[src/rtl/flff_pkg.sv]
package flff_pkg;

    localparam int DefaultEntries = 16;

    // Operation codes carried in the input word.
    localparam logic [1:0] OP_INSERT = 2'd0;
    localparam logic [1:0] OP_REMOVE = 2'd1;
    localparam logic [1:0] OP_FIND   = 2'd2;

    // Status codes carried in the result word.
    localparam logic [1:0] ST_OK   = 2'd0;
    localparam logic [1:0] ST_NONE = 2'd1;
    localparam logic [1:0] ST_FULL = 2'd2;

endpackage

[src/rtl/free_list_first_fit_unit.sv]
// An insert into a full list, any op on an empty list and the unused op end without reading
// the list; an insert, a remove or a find that misses reads every entry, and a find that hits
// stops at the first entry whose size is at least the requested size.
// Throughput: one word at a time; s_axis_tready stays low until the result word is taken.
// Reset: aresetn (synchronous, active low) empties the list; memory is not cleared.
module free_list_first_fit_unit #(
    parameter int ENTRIES = flff_pkg::DefaultEntries
) (
    input  logic         aclk,
    input  logic         aresetn,
    input  logic         s_axis_tvalid,
    output logic         s_axis_tready,
    // op[1:0], block_address[33:2], insert_size[65:34], request_size[97:66], zero fill
    input  logic [103:0] s_axis_tdata,
    output logic         m_axis_tvalid,
    input  logic         m_axis_tready,
    // status[1:0], found_address[33:2], found_size[65:34], zero fill
    output logic [71:0]  m_axis_tdata
);
    import flff_pkg::*;

    localparam int IW = $clog2(ENTRIES);
    localparam int CW = $clog2(ENTRIES + 1);

    localparam logic [2:0] S_IDLE  = 3'd0;
    localparam logic [2:0] S_READ  = 3'd1;
    localparam logic [2:0] S_CHECK = 3'd2;
    localparam logic [2:0] S_SHIFT = 3'd3;
    localparam logic [2:0] S_DONE  = 3'd4;

    logic [63:0] mem [ENTRIES];
    logic [63:0] rd_reg;
    logic [IW-1:0] rd_addr;
    logic rd_en;
    logic wr_en;
    logic [IW-1:0] wr_addr;
    logic [63:0] wr_data;

    logic [2:0] state_reg, state_next;
    logic [CW-1:0] count_reg, count_next;
    logic [CW-1:0] idx_reg, idx_next;
    logic [63:0] hold_reg, hold_next;
    logic [1:0] op_reg, op_next;
    logic [31:0] key_reg, key_next;
    logic [65:0] res_reg, res_next;
    logic res_vld_reg, res_vld_next;

    // Entry memory: one access per cycle, registered read.
    always_ff @(posedge aclk) begin
        if (wr_en) begin
            mem[wr_addr] <= wr_data;
        end
        if (rd_en) begin
            rd_reg <= mem[rd_addr];
        end
    end

    assign s_axis_tready = (state_reg == S_IDLE) && !res_vld_reg;
    assign m_axis_tvalid = res_vld_reg;
    assign m_axis_tdata  = {6'd0, res_reg};

    // Sequencer. Insert shifts head-first, carrying the displaced entry in hold_reg.
    always_comb begin
        state_next   = state_reg;
        count_next   = count_reg;
        idx_next     = idx_reg;
        hold_next    = hold_reg;
        op_next      = op_reg;
        key_next     = key_reg;
        res_next     = res_reg;
        res_vld_next = res_vld_reg;
        rd_en   = 1'b0;
        rd_addr = idx_reg[IW-1:0];
        wr_en   = 1'b0;
        wr_addr = idx_reg[IW-1:0];
        wr_data = hold_reg;
        if (res_vld_reg && m_axis_tready) begin
            res_vld_next = 1'b0;
        end
        unique case (state_reg)
            S_IDLE: begin
                if (s_axis_tvalid && s_axis_tready) begin
                    op_next  = s_axis_tdata[1:0];
                    key_next = (s_axis_tdata[1:0] == OP_FIND) ? s_axis_tdata[97:66]
                                                              : s_axis_tdata[33:2];
                    hold_next = {s_axis_tdata[65:34], s_axis_tdata[33:2]};
                    idx_next = '0;
                    state_next = S_READ;
                end
            end
            S_READ: begin
                if (op_reg == OP_INSERT) begin
                    if (count_reg == CW'(ENTRIES)) begin
                        res_next = {32'd0, 32'd0, ST_FULL};
                        state_next = S_DONE;
                    end else if (idx_reg == count_reg) begin
                        // Last write: the carried entry goes to the new tail slot.
                        wr_en = 1'b1;
                        count_next = count_reg + 1'b1;
                        res_next = {32'd0, 32'd0, ST_OK};
                        state_next = S_DONE;
                    end else begin
                        rd_en = 1'b1;
                        state_next = S_CHECK;
                    end
                end else if ((op_reg == OP_REMOVE || op_reg == OP_FIND)
                             && idx_reg < count_reg) begin
                    rd_en = 1'b1;
                    state_next = S_CHECK;
                end else begin
                    res_next = {32'd0, 32'd0, ST_NONE};
                    state_next = S_DONE;
                end
            end
            S_CHECK: begin
                if (op_reg == OP_INSERT) begin
                    // Write the carried entry here and carry the old one onward.
                    wr_en = 1'b1;
                    hold_next = rd_reg;
                    idx_next = idx_reg + 1'b1;
                    state_next = S_READ;
                end else if (op_reg == OP_FIND) begin
                    if (rd_reg[63:32] >= key_reg) begin
                        res_next = {rd_reg, ST_OK};
                        state_next = S_DONE;
                    end else begin
                        idx_next = idx_reg + 1'b1;
                        state_next = S_READ;
                    end
                end else begin
                    if (rd_reg[31:0] == key_reg) begin
                        res_next = {rd_reg, ST_OK};
                        state_next = S_SHIFT;
                    end else begin
                        idx_next = idx_reg + 1'b1;
                        state_next = S_READ;
                    end
                end
            end
            S_SHIFT: begin
                // hold_reg flag: read next entry, then write it one slot lower.
                if (idx_reg + 1'b1 >= count_reg) begin
                    count_next = count_reg - 1'b1;
                    state_next = S_DONE;
                end else if (hold_reg[0] == 1'b0 || op_reg != OP_REMOVE) begin
                    rd_en = 1'b1;
                    rd_addr = IW'(idx_reg + 1'b1);
                    hold_next[0] = 1'b1;
                    op_next = OP_REMOVE;
                end else begin
                    wr_en = 1'b1;
                    wr_data = rd_reg;
                    hold_next[0] = 1'b0;
                    idx_next = idx_reg + 1'b1;
                end
            end
            S_DONE: begin
                res_vld_next = 1'b1;
                state_next = S_IDLE;
            end
            default: begin
                state_next = S_IDLE;
            end
        endcase
    end

    // Control registers.
    always_ff @(posedge aclk) begin
        if (!aresetn) begin
            state_reg   <= S_IDLE;
            count_reg   <= '0;
            res_vld_reg <= 1'b0;
        end else begin
            state_reg   <= state_next;
            count_reg   <= count_next;
            res_vld_reg <= res_vld_next;
        end
    end

    // Payload registers.
    always_ff @(posedge aclk) begin
        idx_reg  <= (state_reg == S_CHECK && res_next[1:0] == ST_OK
                     && op_reg == OP_REMOVE && state_next == S_SHIFT) ? idx_reg : idx_next;
        hold_reg <= (state_next == S_SHIFT && state_reg == S_CHECK) ? 64'd0 : hold_next;
        op_reg   <= op_next;
        key_reg  <= key_next;
        res_reg  <= res_next;
    end

    // The list never grows past its capacity.
    a_count_bound: assert property (@(posedge aclk) disable iff (!aresetn)
        count_reg <= CW'(ENTRIES))
        else $error("entry count above capacity");

    // A result held for the output is not replaced while waiting.
    a_res_hold: assert property (@(posedge aclk) disable iff (!aresetn)
        m_axis_tvalid && !m_axis_tready |=> $stable(m_axis_tdata))
        else $error("result changed while stalled");

    // No new word is taken while a result is pending.
    a_no_accept: assert property (@(posedge aclk) disable iff (!aresetn)
        m_axis_tvalid |-> !s_axis_tready)
        else $error("input accepted with result pending");

    // The count moves only at the end of an operation.
    a_count_step: assert property (@(posedge aclk) disable iff (!aresetn)
        (count_next != count_reg) |-> state_next == S_DONE)
        else $error("count changed mid-operation");

endmodule
[config.mk]
export PLATFORM = sky130hd
export DESIGN_NAME = free_list_first_fit_unit
export DESIGN_NICKNAME = d
export VERILOG_FILES = /design/src/rtl/flff_pkg.sv /design/src/rtl/free_list_first_fit_unit.sv
export SDC_FILE = /design/constraint.sdc
export NUM_CORES = 2
export LEC_CHECK = 0
export BUFFER_PORTS_ARGS = -buffer_cell sky130_fd_sc_hd__buf_2
export CAP_MARGIN = 25
export CORE_ASPECT_RATIO = 0.8
export CORE_UTILIZATION = 55
export DETAILED_ROUTE_END_ITERATION = 7
export HOLD_SLACK_MARGIN = 0.1
export PLACE_DENSITY = 0.72
export SLEW_MARGIN = 20
export SYNTH_ARGS = -nofsm -noshare
export SYNTH_HDL_FRONTEND = slang
export SYNTH_SLANG_ARGS = --single-unit
[constraint.sdc]
create_clock -name aclk -period 9.8 [get_ports aclk]
set_input_delay 0.49 -clock aclk [delete_from_list [all_inputs] [get_ports aclk]]
set_output_delay 0.49 -clock aclk [all_outputs]
set_load 0.05 [all_outputs]
==> flow_summary.toml <==
[run_status]
status = "finished, final reports clean"

[power]
power_leakage_uw = 0.01982
swShare_pct = 25.05
p_switching_uw = 3183
p_int_uw = 9524
p_per_area_nw_per_um2 = 212.2
comb_power_share_pct = 11.9
seqPwrFrac_pct = 50.9
ir_drop_v = 0.0001707
power_frac_clock_pct = 37.2

[synthesis]
synthFlopType = "edfxtp_1"
netlist_area_um2 = 53410
ys_seq_area_share_pct = 69.78
synth_cell_types = 67
syn_avg_cell_area_um2 = 14.14
ys_ff_latch = 1266
synth_edf_count = 1191
ys_warn_count = 0
synth_cells = 3777
async_flop_share_pct = 0

[placed_design]
portBuffers = 169
gp_congestion = 0.9133
place_inst = 4999
dpl.hpwl_mm = 82.76

[worst_setup_path]
rr_startpoint = "idx_reg[3]"
critPathKind = "reg -> reg"
worstRegToRegCells = 13
cp-end-kind = "flip-flop"
cp.required_ns = 10.21
critPathArrivalTime_ns = 6.64
critPathLaunchType = "flip-flop"
rrSetupSlack_ns = 3.57
crit_fanout = 158
r2r_end = "rd_reg[50]"

[cts]
root_buffer = "clkbuf_16"
htreeDepth = 3
clock_sinks = 1266
clk_pin_slew_ns = 0.07
clkLatencyLatePin_ns = 0.71
cts_tree = "yes"
post_cts_buffers = 0
clockBufferDepth = 3
cts_buffers = 118

[hold_path]
holdCritPathClass = "in -> reg"
min_path_cells = 3
hold_start = "s_axis_tdata[54]"
holdPathEnd = "hold_reg[52]"

[floorplanning]
rows = 101
coreArea_um2 = 95540
chipWidth_um = 350.4
die_area_um2 = 98360
io_pins = 182
initial_utilization_pct = 55.90
die_y_um = 280.7

[grt]
grt_pass1_wl_mm = 224.5
grt_max_degree = 212
antenna_found_initial = 11
grt_pass1_vias = 33720
gr-total-overflow = 0
grtUsageTotal_pct = 31.33

[timing]
setup_violations = 0
rsz0062_at_grt = "false"
fin_crit_ns = 6.228
fin_crit_sh_pct = 63.55
fmax_mhz = 160.6
skew_ns = 0.02488
finalHoldViolCount = 0
tns_ns = 0
maxSlewViolCount = 0
relSlewSlack_pct = 18.14
tightest_slew_ns = 1.228

[finish]
largest_reg_flops = 1024
fillerInstances = 6972
layout_commonest_cell = "edfxtp_1"
fin_cells = 5253
syn_to_final_growth_pct = 12.14
final_cell_mix = "edfxtp_1 (1191), o21ai_0 (334), a21oi_1 (280)"
drive_above_1_share_pct = 14.24
nets = 4018
post-route-util_pct = 62.69

[flow_run]
max_cap_violations = 0

[drt]
wirelength_mm = 155.2
post_drt_wl_per_cell_um = 29.54
drtAntennaViolNets = 0
drt_iter0_markers = 5273
route.vias.total = 35630
firstDrtPassIters = 8
vias_per_cell = 6.783
drc = 0
==> worst max-delay path: stages (launching register included) <==
cell and delay [ns]:
edfxtp_1 0.86, nand2b_1 0.55, o21ai_0 0.28, ha_1 0.31
or3_1 0.42, o221ai_4 0.39, nand3_4 0.62, buf_12 0.43
buf_16 0.29, buf_4 0.53, nand3_1 0.17, a21oi_1 0.10
nor4_1 0.48, nand3b_1 0.18
==> worst max path at each step <==
stage                     startpoint           to
after floorplan           idx_reg[0]    mem[3][0]
after global placement    idx_reg[0]  mem[10][14]
after detailed placement  idx_reg[0]  mem[10][14]
after CTS                 idx_reg[0]  mem[10][14]
after global routing      idx_reg[3]   rd_reg[42]
final                     idx_reg[3]   rd_reg[50]
==> repair_timing <==
item	4_1_cts	5_1_grt
endpoints found under the hold margin	17	0
resized for setup	0	0
endpoints found under the setup margin	0	0
hold buffers	22	0
==> cell families (layout without fill, tap and decap cells) <==
family / count (synthesis) / count (layout) / share of synthesized area (%)
fa+ha+maj: 53 / 53 / 1.256
xor+xnor: 41 / 41 / 0.6724
simple gates: 720 / 720 / 7.441
compound gates: 1047 / 1047 / 12.42
mux: 286 / 286 / 5.583
flops: 1266 / 1266 / 69.78
buf+inv: 363 / 541 / 2.844
other cells: 1 / 12 / 0.007021
==> through the flow <==
step / worst slack [ns] / area (um^2) / total power [uW] / hold slack, ns
2_1_floorplan: 2.267 / 53430 / 7522 / 0.4748
3_3_place_gp: 3.931 / 55520 / 7982 / 0.4823
3_5_place_dp: 3.915 / 55570 / 8032 / 0.4874
4_1_cts: 3.831 / 59790 / 12680 / 0.1001
5_1_grt: 3.376 / 59880 / 13030 / 0.1100
6_report: 3.572 / 59890 / 12710 / 0.1246
==> metal layers <==
| layer | up-vias | track usage, % | routed length, um |
|---|---|---|---|
| li1 | 15160 | - | - |
| met1 | 17740 | 44.89 | 61110 |
| met2 | 2357 | 45.62 | 67830 |
| met3 | 369 | 8.445 | 20170 |
| met4 | 12 | 12.37 | 5981 |
| met5 | - | 0 | 79 |
==> power by group through the flow <==
stage	registers (uW)	logic (uW)	clock network, uW
2_1_floorplan	6590	932	0
3_3_place_gp	6570	1420	0
3_5_place_dp	6570	1460	0
4_1_cts	6460	1470	4750
5_1_grt	6470	1610	4950
6_report	6460	1510	4730
==> Yosys cell counts (all sizes together) (52+ instances only) <==
cell type  number  area, um^2
o21ai         338        1695
and3           66       412.9
nand3         267        1336
a221oi         65       569.3
mux2           95        1070
buf           127       631.8
a21oi         281        1406
nor4           77       481.7
ha             52       650.6
mux2i         191        1912
clkbuf        182       684.4
inv            54       202.7
o22a           64       560.5
a211oi         70       530.5
nand3b         65       500.5
o221ai        127        1130
and2           65       406.6
dfxtp          75        1501
nor2           98       370.4
o22ai          63       394.1
edfxtp       1191       35760
==> area by class of cell <==
class	count	area (um^2)	area share (%)
clock buffers	159	3311	5.528
multi-input cells	2153	14900	24.87
repair buffers	264	1894	3.163
diodes	6	15.01	0.02507
inverters	54	202.7	0.3384
flip-flops and latches	1266	37270	62.22
well taps	1287	1610	2.689
clock inverters	64	695.7	1.162
No activity file was read; power rests on OpenSTA's default activity.
